<file path="config.mk">
export PLATFORM = sky130hd
export DESIGN_NAME = graph_dfs_path_distance
export DESIGN_NICKNAME = d
export VERILOG_FILES = /design/src/hdl/gdpd_pkg.sv /design/src/hdl/graph_dfs_path_distance.sv /design/src/hdl/gdpd_parent_walk.sv
export VERILOG_INCLUDE_DIRS = /design/src /design/src/hdl
export SDC_FILE = /design/constraint.sdc
export NUM_CORES = 1
export LEC_CHECK = 0
export ABC_AREA = 0
export BUFFER_PORTS_ARGS = -buffer_cell sky130_fd_sc_hd__buf_2
export CORE_UTILIZATION = 59
export CTS_BUF_LIST = sky130_fd_sc_hd__clkbuf_8
export CTS_CLUSTER_DIAMETER = 50
export DETAILED_ROUTE_END_ITERATION = 8
export GPL_TIMING_DRIVEN = 0
export PLACE_DENSITY = 0.78
export SLEW_MARGIN = 20
export SYNTH_ARGS = -nofsm -noshare
export SYNTH_HDL_FRONTEND = slang
export SYNTH_SLANG_ARGS = --single-unit
export TNS_END_PERCENT = 20
</file>
<file path="constraint.sdc">
create_clock -name clk -period 3.1 [get_ports clk]
set_input_delay 0.62 -clock clk [delete_from_list [all_inputs] [get_ports clk]]
set_output_delay 0.62 -clock clk [all_outputs]
set_load 0.03 [all_outputs]
</file>
<file path="src/hdl/graph_dfs_path_distance_macros.svh">
// ----------------------------------------------------------------------------
// graph_dfs_path_distance assertion macros
// Implication checks on the block clock, disabled while reset is asserted.
// ----------------------------------------------------------------------------
`ifndef GRAPH_DFS_PATH_DISTANCE_MACROS_SVH
`define GRAPH_DFS_PATH_DISTANCE_MACROS_SVH

`ifndef SYNTHESIS
// Same-cycle implication.
`define GDPD_ASSERT_IMP(lbl, ante, cons) \
	lbl: assert property (@(posedge clk) disable iff (!arst_n) (ante) |-> (cons)) \
		else $error("gdpd assertion failed");
// Next-cycle implication.
`define GDPD_ASSERT_NXT(lbl, ante, cons) \
	lbl: assert property (@(posedge clk) disable iff (!arst_n) (ante) |=> (cons)) \
		else $error("gdpd assertion failed");
`else
`define GDPD_ASSERT_IMP(lbl, ante, cons)
`define GDPD_ASSERT_NXT(lbl, ante, cons)
`endif

`endif

</file>
<file path="src/hdl/gdpd_pkg.sv">
// ----------------------------------------------------------------------------
// gdpd_pkg
// Types and codes shared by the graph search block and its parent-walk unit.
// ----------------------------------------------------------------------------
`default_nettype none

package gdpd_pkg;

	localparam int NODE_W = 4;
	localparam int DIST_W = 16;
	localparam int SUM_W  = 20;
	localparam int CMD_W  = 2;
	localparam int EV_W   = 2;

	// Command codes.
	localparam logic [CMD_W-1:0] CMD_CLEAR  = 2'd0;
	localparam logic [CMD_W-1:0] CMD_ADD    = 2'd1;
	localparam logic [CMD_W-1:0] CMD_SEARCH = 2'd2;

	// Result event codes.
	localparam logic [EV_W-1:0] EV_PUSH    = 2'd0;
	localparam logic [EV_W-1:0] EV_POP     = 2'd1;
	localparam logic [EV_W-1:0] EV_SUMMARY = 2'd2;

	localparam logic [SUM_W-1:0] SUM_MAX = '1;

	typedef struct packed {
		logic [CMD_W-1:0]  command;
		logic [NODE_W-1:0] edge_source;
		logic [NODE_W-1:0] edge_dest;
		logic [DIST_W-1:0] edge_distance;
		logic [NODE_W-1:0] target_node;
	} in_item_t;

	typedef struct packed {
		logic [EV_W-1:0]   event_res;
		logic [NODE_W-1:0] node;
		logic              found;
		logic [SUM_W-1:0]  total_distance;
		logic              last;
	} out_item_t;

	// Parent table write and clear request.
	typedef struct packed {
		logic              clr;
		logic              en;
		logic [NODE_W-1:0] dest;
		logic [NODE_W-1:0] src;
		logic [DIST_W-1:0] weight;
	} par_wr_t;

	typedef struct packed {
		logic              go;
		logic [NODE_W-1:0] target;
	} walk_req_t;

	typedef struct packed {
		logic             done;
		logic             busy;
		logic [SUM_W-1:0] sum;
	} walk_rsp_t;

	typedef enum logic [1:0] {
		W_IDLE,
		W_READ,
		W_ADD
	} walk_state_t;

	typedef enum logic [2:0] {
		S_IDLE,
		S_INIT,
		S_TOP,
		S_CHECK,
		S_SCAN,
		S_WALK
	} srch_state_t;

endpackage

`default_nettype wire

</file>
<file path="src/hdl/graph_dfs_path_distance.sv">
// Clear and add-edge commands produce no result; a new command can be
// accepted in the next cycle.
// A search reports one push or pop per cycle at most. Each popped node takes a
// stack read, a compare and one edge-memory read per stored edge; the parent
// walk then reads and adds one table entry per step, for at most NODES steps.
// Reset clears counters, valid bits and the sequencer; no clearing pass runs.
// ----------------------------------------------------------------------------
// graph_dfs_path_distance
// Edge list loader and stack-based depth-first search with parent-chain
// distance summary, run by a small sequencer around one edge compare.
// ----------------------------------------------------------------------------
`default_nettype none

`include "graph_dfs_path_distance_macros.svh"

module graph_dfs_path_distance #(
	parameter int NODES = 16,
	parameter int EDGES = 32
) (
	input  wire                 clk,
	input  wire                 arst_n,
	input  wire                 start,
	output logic                busy,
	input  gdpd_pkg::in_item_t  item,
	output gdpd_pkg::out_item_t result,
	output logic                result_strobe
);
	import gdpd_pkg::*;

	localparam int NIW = (NODES > 1) ? $clog2(NODES) : 1;
	localparam int SDW = $clog2(NODES + 1);
	localparam int EIW = (EDGES > 1) ? $clog2(EDGES) : 1;
	localparam int ECW = $clog2(EDGES + 1);
	localparam int EW  = 2 * NODE_W;

	srch_state_t state_q, state_d;

	// Edge list memory and its scan pipeline.
	logic [EW-1:0]     edge_mem [EDGES];
	logic [ECW-1:0]    edge_cnt_q;
	logic [ECW-1:0]    scan_q;
	logic              rd_vld_s1;
	logic [NODE_W-1:0] from_s1, to_s1;

	// Node stack memory and visited marks.
	logic [NODE_W-1:0] stk_mem [NODES];
	logic [SDW-1:0]    depth_q;
	logic [NODE_W-1:0] top_s1;
	logic [NODES-1:0]  vis_q;

	logic [NODE_W-1:0] target_q;
	logic              found_q;
	out_item_t         res_q;
	logic              strobe_q;

	par_wr_t   par_wr;
	walk_req_t walk_req;
	walk_rsp_t walk_rsp;

	logic              accept, edge_ok, clr;
	logic              issue, do_push, do_pop, do_init, stk_re, set_found;
	logic              emit;
	logic [EV_W-1:0]   emit_ev;
	logic [NODE_W-1:0] emit_node;

	assign accept  = start && (state_q == S_IDLE);
	assign busy    = state_q != S_IDLE;
	assign clr     = accept && (item.command == CMD_CLEAR);
	assign edge_ok = accept && (item.command == CMD_ADD) && (edge_cnt_q < EDGES)
		&& (32'(item.edge_source) < NODES) && (32'(item.edge_dest) < NODES);
	assign issue   = (state_q == S_SCAN) && (scan_q < edge_cnt_q);

	// Edge compare: a matching edge to an unvisited node pushes it.
	assign do_push = (state_q == S_SCAN) && rd_vld_s1 && (from_s1 == top_s1)
		&& !vis_q[NIW'(to_s1)] && (depth_q < NODES);

	assign par_wr.clr    = clr;
	assign par_wr.en     = edge_ok;
	assign par_wr.dest   = item.edge_dest;
	assign par_wr.src    = item.edge_source;
	assign par_wr.weight = item.edge_distance;

	gdpd_parent_walk #(
		.NODES(NODES)
	) u_walk (
		.clk   (clk),
		.arst_n(arst_n),
		.wr    (par_wr),
		.req   (walk_req),
		.rsp   (walk_rsp)
	);

	always_ff @(posedge clk or negedge arst_n) begin
		if (!arst_n) begin
			state_q <= S_IDLE;
		end else begin
			state_q <= state_d;
		end
	end

	// Sequencer: next state and per-cycle controls.
	always_comb begin
		state_d         = state_q;
		do_pop          = 1'b0;
		do_init         = 1'b0;
		stk_re          = 1'b0;
		set_found       = 1'b0;
		walk_req.go     = 1'b0;
		walk_req.target = target_q;
		emit            = 1'b0;
		emit_ev         = EV_PUSH;
		emit_node       = '0;
		unique case (state_q)
			S_IDLE: begin
				if (accept && item.command == CMD_SEARCH) begin
					state_d = S_INIT;
				end
			end
			S_INIT: begin
				do_init = 1'b1;
				emit    = 1'b1;
				state_d = S_TOP;
			end
			S_TOP: begin
				if (depth_q == '0) begin
					walk_req.go = 1'b1;
					state_d     = S_WALK;
				end else begin
					stk_re  = 1'b1;
					state_d = S_CHECK;
				end
			end
			S_CHECK: begin
				if (top_s1 == target_q) begin
					set_found   = 1'b1;
					walk_req.go = 1'b1;
					state_d     = S_WALK;
				end else begin
					do_pop    = 1'b1;
					emit      = 1'b1;
					emit_ev   = EV_POP;
					emit_node = top_s1;
					state_d   = S_SCAN;
				end
			end
			S_SCAN: begin
				if (do_push) begin
					emit      = 1'b1;
					emit_node = to_s1;
				end
				if (!issue && !rd_vld_s1) begin
					state_d = S_TOP;
				end
			end
			S_WALK: begin
				if (walk_rsp.done) begin
					emit      = 1'b1;
					emit_ev   = EV_SUMMARY;
					emit_node = target_q;
					state_d   = S_IDLE;
				end
			end
			default: state_d = S_IDLE;
		endcase
	end

	// Memories and data registers without reset.
	always_ff @(posedge clk) begin
		if (edge_ok) begin
			edge_mem[edge_cnt_q[EIW-1:0]] <= {item.edge_source, item.edge_dest};
		end
		if (issue) begin
			{from_s1, to_s1} <= edge_mem[scan_q[EIW-1:0]];
		end
		if (do_init) begin
			stk_mem[0] <= '0;
		end else if (do_push) begin
			stk_mem[depth_q[NIW-1:0]] <= to_s1;
		end
		if (stk_re) begin
			top_s1 <= stk_mem[NIW'(depth_q - SDW'(1))];
		end
		if (accept) begin
			target_q <= item.target_node;
		end
		if (emit) begin
			res_q.event_res      <= emit_ev;
			res_q.node           <= emit_node;
			res_q.found          <= (emit_ev == EV_SUMMARY) && found_q;
			res_q.total_distance <= (emit_ev == EV_SUMMARY) ? walk_rsp.sum : '0;
			res_q.last           <= emit_ev == EV_SUMMARY;
		end
	end

	// Control registers.
	always_ff @(posedge clk or negedge arst_n) begin
		if (!arst_n) begin
			edge_cnt_q <= '0;
			depth_q    <= '0;
			vis_q      <= '0;
			scan_q     <= '0;
			rd_vld_s1  <= 1'b0;
			found_q    <= 1'b0;
			strobe_q   <= 1'b0;
		end else begin
			strobe_q  <= emit;
			rd_vld_s1 <= issue;
			if (clr) begin
				edge_cnt_q <= '0;
				depth_q    <= '0;
				vis_q      <= '0;
			end else if (edge_ok) begin
				edge_cnt_q <= edge_cnt_q + ECW'(1);
			end
			// A new search starts with only the root marked.
			if (do_init) begin
				vis_q      <= NODES'(1);
				depth_q    <= SDW'(1);
				found_q    <= 1'b0;
			end
			if (do_pop) begin
				depth_q <= depth_q - SDW'(1);
				scan_q  <= '0;
			end
			if (issue) begin
				scan_q <= scan_q + ECW'(1);
			end
			if (do_push) begin
				depth_q              <= depth_q + SDW'(1);
				vis_q[NIW'(to_s1)] <= 1'b1;
			end
			if (set_found) begin
				found_q <= 1'b1;
			end
		end
	end

	assign result        = res_q;
	assign result_strobe = strobe_q;

	// The stack never holds more than one entry per node.
	`GDPD_ASSERT_IMP(a_depth_bound, 1'b1, depth_q <= SDW'(NODES))
	// The block goes idle only together with the summary transfer.
	`GDPD_ASSERT_IMP(a_idle_with_summary, $fell(busy), result_strobe && result.last)
	// Push and pop transfers happen only inside a search.
	`GDPD_ASSERT_IMP(a_events_in_search, result_strobe && !result.last, busy)
	// The parent walk runs only while the sequencer waits for it.
	`GDPD_ASSERT_IMP(a_walk_owned, walk_rsp.busy, state_q == S_WALK)

endmodule

`default_nettype wire

</file>
<file path="src/hdl/gdpd_parent_walk.sv">
// ----------------------------------------------------------------------------
// gdpd_parent_walk
// Parent table (memory with per-entry valid bits) and the walk that sums
// parent distances from a node back toward the root, a read and an add per step.
// ----------------------------------------------------------------------------
`default_nettype none

module gdpd_parent_walk #(
	parameter int NODES = 16
) (
	input  wire                 clk,
	input  wire                 arst_n,
	input  gdpd_pkg::par_wr_t   wr,
	input  gdpd_pkg::walk_req_t req,
	output gdpd_pkg::walk_rsp_t rsp
);
	import gdpd_pkg::*;

	localparam int NIW = (NODES > 1) ? $clog2(NODES) : 1;
	localparam int SCW = $clog2(NODES + 1);
	localparam int PW  = NODE_W + DIST_W;

	logic [PW-1:0]    par_mem [NODES];
	logic [NODES-1:0] vld_q;
	logic [PW-1:0]    rd_s1;
	logic             rvld_s1;

	walk_state_t      state_q, state_d;
	logic [NIW-1:0]   cur_q;
	logic [SCW-1:0]   steps_q;
	logic [SUM_W-1:0] sum_q;
	logic             done_q;

	logic              tgt_ok;
	logic [DIST_W-1:0] step_dist;
	logic [NODE_W-1:0] step_par;
	logic [SUM_W:0]    sum_wide;
	logic [SUM_W-1:0]  sum_next;
	logic              walk_end;

	// Table storage: written on each accepted edge, read one entry per step.
	always_ff @(posedge clk) begin
		if (wr.en) begin
			par_mem[NIW'(wr.dest)] <= {wr.src, wr.weight};
		end
		if (state_q == W_READ) begin
			rd_s1 <= par_mem[cur_q];
			rvld_s1 <= vld_q[cur_q];
		end
	end

	// An entry never written since reset or clear reads as zero.
	always_ff @(posedge clk or negedge arst_n) begin
		if (!arst_n) begin
			vld_q <= '0;
		end else if (wr.clr) begin
			vld_q <= '0;
		end else if (wr.en) begin
			vld_q[NIW'(wr.dest)] <= 1'b1;
		end
	end

	// One step: add the distance with saturation and decide whether to stop.
	always_comb begin
		tgt_ok    = 32'(req.target) < NODES;
		step_dist = rvld_s1 ? rd_s1[DIST_W-1:0] : '0;
		step_par  = rvld_s1 ? rd_s1[PW-1:DIST_W] : '0;
		sum_wide  = {1'b0, sum_q} + (SUM_W+1)'(step_dist);
		sum_next  = sum_wide[SUM_W] ? SUM_MAX : sum_wide[SUM_W-1:0];
		walk_end  = (step_par == '0) || (steps_q == SCW'(NODES - 1));
	end

	always_ff @(posedge clk or negedge arst_n) begin
		if (!arst_n) begin
			state_q <= W_IDLE;
		end else begin
			state_q <= state_d;
		end
	end

	always_comb begin
		state_d = state_q;
		unique case (state_q)
			W_IDLE: begin
				if (req.go && tgt_ok) begin
					state_d = W_READ;
				end
			end
			W_READ: state_d = W_ADD;
			W_ADD: state_d = walk_end ? W_IDLE : W_READ;
			default: state_d = W_IDLE;
		endcase
	end

	// Walk registers.
	always_ff @(posedge clk or negedge arst_n) begin
		if (!arst_n) begin
			cur_q   <= '0;
			steps_q <= '0;
			sum_q   <= '0;
			done_q  <= 1'b0;
		end else begin
			done_q <= 1'b0;
			if (state_q == W_IDLE && req.go) begin
				cur_q   <= NIW'(req.target);
				steps_q <= '0;
				sum_q   <= '0;
				done_q  <= !tgt_ok;
			end else if (state_q == W_ADD) begin
				sum_q   <= sum_next;
				steps_q <= steps_q + SCW'(1);
				cur_q   <= NIW'(step_par);
				done_q  <= walk_end;
			end
		end
	end

	assign rsp.done = done_q;
	assign rsp.busy = state_q != W_IDLE;
	assign rsp.sum  = sum_q;

endmodule

`default_nettype wire

</file>
==> summary.md, run 1 <==
| Metric | Value |
|---|---|
| Worst hold path depth | `1` |
| Maximum clock path buffer count | `3` |
| Standard-cell rows | `84` |
| Hold EP | `target_q[1]` |
| Instance area after placement | `33700 um^2` |
| Final hold vios | `0` |
| Worst setup path startpoint | `to_s1[0]` |
| Synth-to-Final Area Change | `13.5%` |
| Clock period minus worst slack | `3040 ps` |
| Synthesized flop and latch total | `792` |
| Setup repair after global routing missed its margin | `yes` |
| Smallest hold slack | `88.2 ps` |
| Via count of the first global-routing pass | `17500` |
| Iteration count of the initial detailed-routing pass | `5` |
| Pwr per Cell Area | `760 nW/um^2` |
| Count of unresolved DRC violations after routing | `0` |
| Depth of the worst register-to-register path | `7` |
| Sort of element at the end of the critical path | `flop` |
| Maximum operating frequency | `329 MHz` |
| Asr flop ratio synth | `11.0%` |
| Post-route fraction of the period consumed by the critical path | `98.0%` |
| CP Class | `flop to flop` |
| Area share of the largest cell type after synthesis | `66.2%` |
| DR vias | `17200` |
| Static leakage | `12.3 nW` |
| Port buffer count | `62` |
| Die extent in y | `235 um` |
| Setup Viol. Count Final | `0` |
| Last weighted congestion value of the routability-driven placer | `0.909` |
| Data arrival time of the worst path | `3390 ps` |
| Die boundary width | `235 um` |
| Worst-path fanout max | `10` |
| Overflow left after global routing | `0` |
| Area of the die | `55100 um^2` |
| Routed wire length per instance | `25.3 um` |
| Clock transition time at the flip-flop clock pins of the worst setup and hold paths | `70 ps` |
| Cell count after placement | `2518` |
| Wirelength, routed | `69200 um` |
| Number of enable flip-flop cells after synthesis | `705` |
| CP Buf/Inv Count | `2` |
| Pins Over Slew Limit | `0` |
| Pin count of the biggest net entering global routing | `72` |
| Top cells by area in the synthesized netlist | `edfxtp_1 66%, mux4_2 12%, dfrtp_1 6.8%` |
| Count of boundary I/O pins | `63` |
| Status | `finished clean` |
| Number of levels in the clock H-tree | `3` |
| CTS root buf | `clkbuf_8` |
| Final Power | `0.0276 W` |
| Layout fillers | `3235` |
| Fraction of layout instances using a drive strength above 1 | `25.7%` |
| Commonest register cell after synthesis | `edfxtp_1` |
| Slowest stage cell on the critical path | `mux4_1` |
| Post-route standard cell area excluding fillers | `36300 um^2` |
| Family with the most delay on the worst path | `simple AND/OR/NAND/NOR gates` |
| Setup tns final | `0 ps` |
| Sinks on Clock Net | `792` |
| Library cell appearing most often on the critical path | `buf_6` |
| Fin cells | `2738` |
| Top cells by count, synth | `705 x edfxtp_1, 165 x mux4_2, 131 x nor2_1` |
| Average size of a mapped cell | `18.3 um^2` |
| Total global routing track utilization | `25.6%` |
| Synthesized cell area | `32000 um^2` |
| Type of the most critical hold path | `input port to flop` |
| Number of nets in the layout | `2015` |
| Maximum single-stage delay on the critical path | `530 ps` |
| Sort of element at the start of the critical path | `flop` |
| Insertion delay to the later sink of the worst-skew pair | `730 ps` |
| Number of distinct library cells after synthesis | `66` |
| Via/cell ratio | `6.29` |
| Synth warnings | `0` |
| FF-to-FF Start | `to_s1[0]` |
| List of cells traversed by the critical path | `buf_6 > mux4_1 > and2_1 > nor4_4 > buf_6 > nand3_1 > nor2_1` |
| Source of the worst hold timing path | `item[1]` |
| Sequential-to-total area share from yosys stat | `73.0%` |
| HPWL after detailed placement | `44800 um` |
| Remaining antenna violation count after routing | `0` |
| Antenna violations before repair | `3` |
| First DRT Iteration DRCs | `1896` |
| Net count after synthesis | `1808` |
| Effective utilization at floorplan | `60.2%` |
| Cell count after synthesis | `1744` |
| R2r endpoint | `stk_mem[14][3]` |
| Slew margin rel. | `31.4%` |
| Worst setup slack for register-to-register paths | `60 ps` |
| Final setup skew | `29.0 ps` |
| Core area | `53100 um^2` |
| Synth area leader | `edfxtp_1` |
| IR Drop Worst-Case VDD | `0.353 mV` |
| Number of violations of the max-capacitance limit | `0` |
| CTS tree | `built` |
| Most repeated cell in the gate-level netlist after synthesis | `edfxtp_1` |
| Number of buffers inserted during clock tree synthesis | `115` |
| Worst Max-Slew Pin Slew | `1030 ps` |
| Worst path required time | `3450 ps` |
| Wire length of the first global-routing pass | `104000 um` |
metal layers:
layer	vias to the layer above	track usage [%]	routed length, um
li1	7438	-	-
met1	8821	34.7	27100
met2	844	41.3	34300
met3	115	5.87	6130
met4	0	8.71	1610
met5	-	0	0
cells in the final DEF (no fill, tap or decap), types with 8 or more instances in the layout:
master,synthesis,final
o21ai_0,44,41
clkinv_2,0,23
mux2_2,8,8
mux4_2,165,165
a221o_1,9,9
nand2b_1,9,9
xor2_1,14,14
a21o_1,13,13
nand3b_1,8,8
clkbuf_8,0,123
buf_2,21,79
clkinv_1,1,25
nor2_4,0,18
nor2_1,131,97
nand2_1,82,81
xnor2_1,14,14
o221ai_1,36,36
inv_1,17,49
edfxtp_1,705,705
and2_1,42,42
a31oi_1,12,12
clkbuf_1,55,45
nor3_1,21,13
dfrtp_1,87,87
nor2b_1,17,16
buf_4,2,16
nand3_1,20,19
a21oi_1,35,35
buf_16,0,9
mux2i_1,52,51
ha_1,30,29
nor2_2,0,16
worst reg2reg max path: stages (launching register included):
cell and delay [ps]:
edfxtp_1 390, buf_6 160, mux4_1 530, and2_1 180, nor4_4 490, buf_6 220, nand3_1 220, nor2_1 480
how the worst max path moves through the flow:
stage                            to  cells past startpoint
2_1_floorplan  u_walk.par_mem[3][0]                      7
3_3_place_gp   u_walk.par_mem[3][8]                      7
3_5_place_dp              top_s1[1]                      9
4_1_cts             edge_mem[18][6]                      7
5_1_grt              stk_mem[13][3]                      8
6_report             stk_mem[14][3]                      7
power breakdown:
part           internal [W]  switching [W]
Sequential           0.0123       0.000365
Combinational       0.00284        0.00390
Clock               0.00426        0.00388
Total                0.0194        0.00814
timing repair:
action / CTS / global route
hold buffers: 1 / 0
pin swaps: 5 / 6
buffers inserted: 3 / 1
hold endpoints to repair: 16 / 0
resized for setup: 34 / 42
endpoints found under the setup margin: 373 / 437
flip-flops by register name (all words and copies together), names as in the netlist, 6 cells and up:
register	cells
edge_mem	256
u_walk.vld_q	16
result	28
scan_q	6
vis_q	16
edge_cnt_q	6
u_walk.rd_s1	20
stk_mem	64
u_walk.par_mem	320
u_walk.sum_q	20
cell type report:
class                      count  area (um^2)  share of cell area, %
clock buffer                 123         1690                   4.67
tap                          688          861                   2.37
buffer                        87          412                   1.13
inverter                      18         67.6                  0.186
timing repair buffer          91          803                   2.21
antenna                        1         2.50                0.00690
clock inverter                92          583                   1.61
sequential                   792        23300                   64.4
multi-input combinational    846         8510                   23.5
through the flow:
stage	setup slack, ps	util (%)
global placement	-2280	62.5
detailed placement	-896	63.5
CTS	-61.6	68.1
finish	63.1	68.4
floorplan	-424	-
global route	-88.6	68.4
kinds of logic after synthesis:
family,share of synthesized area (%)
AND/OR/NAND/NOR,5.75
multiplexers,13.9
adder cells (fa/ha/maj),1.24
flip-flops,73.0
buffers and inverters,1.40
AO/OA/AOI/OAI,3.96
XOR/XNOR,0.767
Note: power is estimated with default switching activity, not from simulation.
==> run 2: changes to the inputs <==
--- a/config.mk
+++ b/config.mk
@@ -12,8 +12,9 @@
 export CTS_BUF_LIST = sky130_fd_sc_hd__clkbuf_8
 export CTS_CLUSTER_DIAMETER = 50
 export DETAILED_ROUTE_END_ITERATION = 8
+export GPL_ROUTABILITY_DRIVEN = 0
 export GPL_TIMING_DRIVEN = 0
-export PLACE_DENSITY = 0.78
+export PLACE_DENSITY_LB_ADDON = 0.12
 export SLEW_MARGIN = 20
 export SYNTH_ARGS = -nofsm -noshare
 export SYNTH_HDL_FRONTEND = slang
==> run 2 against run 1 <==
Net effect:
- the run now ends with setup timing left
- combinational power barely moved
- highest routed layer unchanged
- sequential cell count stayed put
- critical endpoint is now edge_mem[20][5]
- via count down 0.42%
- non-clock buffer count up 5
==> summary.md, run 2 (synthesis gave the netlist of run 1 again) <==
| Metric | Value |
|---|---|
| Static leakage | `12.4 nW (+1.1%)` |
| Effective utilization at floorplan | `60.2% (unchanged)` |
| Max reg flops | `320 (unchanged)` |
| Met2 Resource Use GR | `40.5% (-0.80 points)` |
| Via/cell ratio | `6.23 (-0.96%)` |
| CP Buf/Inv Count | `3 (+1)` |
| Fin cells | `2753 (+0.55%)` |
| Maximum single-stage delay on the critical path | `860 ps (+330 ps)` |
| Pwr per Cell Area | `769 nW/um^2 (+1.1%)` |
| CTS root buf | `clkbuf_8` |
| Post-route standard cell area excluding fillers | `36400 um^2 (+0.39%)` |
| Clock period minus worst slack | `3200 ps (+160 ps)` |
| First DRT Iteration DRCs | `1830 (-3.5%)` |
| Setup repair after global routing missed its margin | `yes` |
| Total global routing track utilization | `25.6% (about the same)` |
| Sort of element at the start of the critical path | `flop` |
| Wirelength, routed | `68700 um (-0.62%)` |
| Sort of element at the end of the critical path | `flop` |
| Final Power | `0.0280 W (+1.5%)` |
| Die extent in y | `235 um (unchanged)` |
| Data arrival time of the worst path | `3530 ps (+140 ps)` |
| List of cells traversed by the critical path | `clkbuf_1 > nor3_1 > inv_1 > nor2_2 > clkbuf_2 > nand2_1 > nor2_1` |
| HPWL after detailed placement | `44400 um (-0.82%)` |
| FF-to-FF Start | `state_q[2]` |
| Worst path required time | `3440 ps (about the same)` |
| Count of boundary I/O pins | `63 (unchanged)` |
| DR vias | `17100 (-0.42%)` |
| Cell count after placement | `2519 (+0.040%)` |
| Fraction of layout instances using a drive strength above 1 | `25.9% (+0.16 points)` |
| Worst-path fanout max | `10 (unchanged)` |
| Setup Viol. Count Final | `36 (+36)` |
| Leading cell type in the layout, fill and taps excluded | `edfxtp_1` |
| Most frequent cells in the layout | `705 x edfxtp_1, 165 x mux4_2, 131 x clkbuf_8` |
| Instance area after placement | `33700 um^2 (about the same)` |
| Synth-to-Final Area Change | `13.9%` |
| Sinks on Clock Net | `792 (unchanged)` |
| Die boundary width | `235 um (unchanged)` |
| Post-route fraction of the period consumed by the critical path | `103% (+5.2 points)` |
| Remaining antenna violation count after routing | `0 (unchanged)` |
| Source of the worst hold timing path | `item[0]` |
| GR Layer Usage met3 | `4.31% (-1.6 points)` |
| Standard-cell rows | `84 (unchanged)` |
| Slew margin rel. | `36.4% (+5.0 points)` |
| Area of the die | `55100 um^2 (unchanged)` |
| Number of buffers inserted during clock tree synthesis | `119 (+3.5%)` |
| CP Class | `flop to flop` |
| Grt peak-use layer | `met2` |
| Largest register by flop count | `u_walk.par_mem` |
| Via count of the first global-routing pass | `17200 (-1.6%)` |
| Port buffer count | `62 (unchanged)` |
| Routed wire length per instance | `25.0 um (-1.2%)` |
| Worst setup path startpoint | `state_q[2]` |
| Grt met1 use | `37.4% (+2.7 points)` |
| CTS tree | `built` |
| Final hold vios | `0 (unchanged)` |
| Number of violations of the max-capacitance limit | `0 (unchanged)` |
| Pin count of the biggest net entering global routing | `77 (+6.9%)` |
| Type of the most critical hold path | `input port to flop` |
| Crit path setup slack, layout | `-96.6 ps (-160 ps)` |
| Overflow left after global routing | `0 (unchanged)` |
| Pre-CTS setup slack | `-981 ps (-85.0 ps)` |
| Antenna violations before repair | `0 (-3)` |
| Insertion delay to the later sink of the worst-skew pair | `730 ps (about the same)` |
| IR Drop Worst-Case VDD | `0.386 mV (+9.4%)` |
| Slowest stage cell on the critical path | `nor2_1` |
| Smallest hold slack | `90.9 ps (+2.69 ps)` |
| Core area | `53100 um^2 (unchanged)` |
| Pins Over Slew Limit | `0 (unchanged)` |
| Maximum operating frequency | `313 MHz (-5.0%)` |
| Family with the most delay on the worst path | `simple AND/OR/NAND/NOR gates` |
| Number of nets in the layout | `2024 (+0.45%)` |
| Count of unresolved DRC violations after routing | `0 (unchanged)` |
| Iteration count of the initial detailed-routing pass | `7 (+2)` |
| Maximum clock path buffer count | `3 (unchanged)` |
| Clock transition time at the flip-flop clock pins of the worst setup and hold paths | `60 ps (about the same)` |
| Worst Max-Slew Pin Slew | `953 ps (-76.8 ps)` |
| Number of levels in the clock H-tree | `3 (unchanged)` |
| Status | `finished with violations` |
| Final setup skew | `29.6 ps (+0.596 ps)` |
| Wire length of the first global-routing pass | `105000 um (+0.23%)` |
| Violations in the final reports | `setup timing` |
## run 2: routing by layer
layer | up-vias | share of wire, %
li1 | 7460 | -
met1 | 8870 | 42
met2 | 686 | 48
met3 | 130 | 7.1
met4 | 0 | 2.3
met5 | - | 0
## run 2: worst paths after layout
path | cells past startpoint | slack (ps) | to
worst min register to register | 2 | 480 | vis_q[3]
worst max-delay path | 7 | -100 | edge_mem[20][5]
worst max register to register | 7 | -100 | edge_mem[20][5]
max in group asynchronous | 3 | 2180 | u_walk.sum_q[5]
min in group asynchronous | 2 | 310 | vis_q[8]
worst min-delay path | 1 | 90 | target_q[0]
## run 2: power breakdown
group | total [W] | switching [W] | internal [W]
sequential | 0.0127 | 0.000370 | 0.0123
combinational | 0.00675 | 0.00389 | 0.00286
clock | 0.00855 | 0.00398 | 0.00457
## run 2: through the flow
step	util, %	setup TNS, ps
5_1_grt	68.6	-8970
2_1_floorplan	-	-19280
4_1_cts	68.4	-1810
6_report	68.6	-1370
3_3_place_gp	62.5	-468470
3_5_place_dp	63.5	-68460
## run 2: what timing repair did
| item | 4_1_cts | 5_1_grt |
|---|---|---|
| gates resized for setup | 33 | 38 |
| pin swaps | 7 | 3 |
| hold buffers | 1 | 0 |
| endpoints found under the hold margin | 78 | 0 |
| endpoints found under the setup margin | 359 | 300 |
| setup buffers | 7 | 1 |
## run 2: final cells by class
cell class / count / area (um^2)
inverters: 18 / 67.6
well taps: 688 / 861
clock buffers: 131 / 1800
clock inverters: 93 / 627
plain buffers: 87 / 423
repair buffers: 96 / 832
multi-input cells: 846 / 8460
flip-flops and latches: 792 / 23300
diodes: 2 / 5.00
fillers: 3404 / 16700
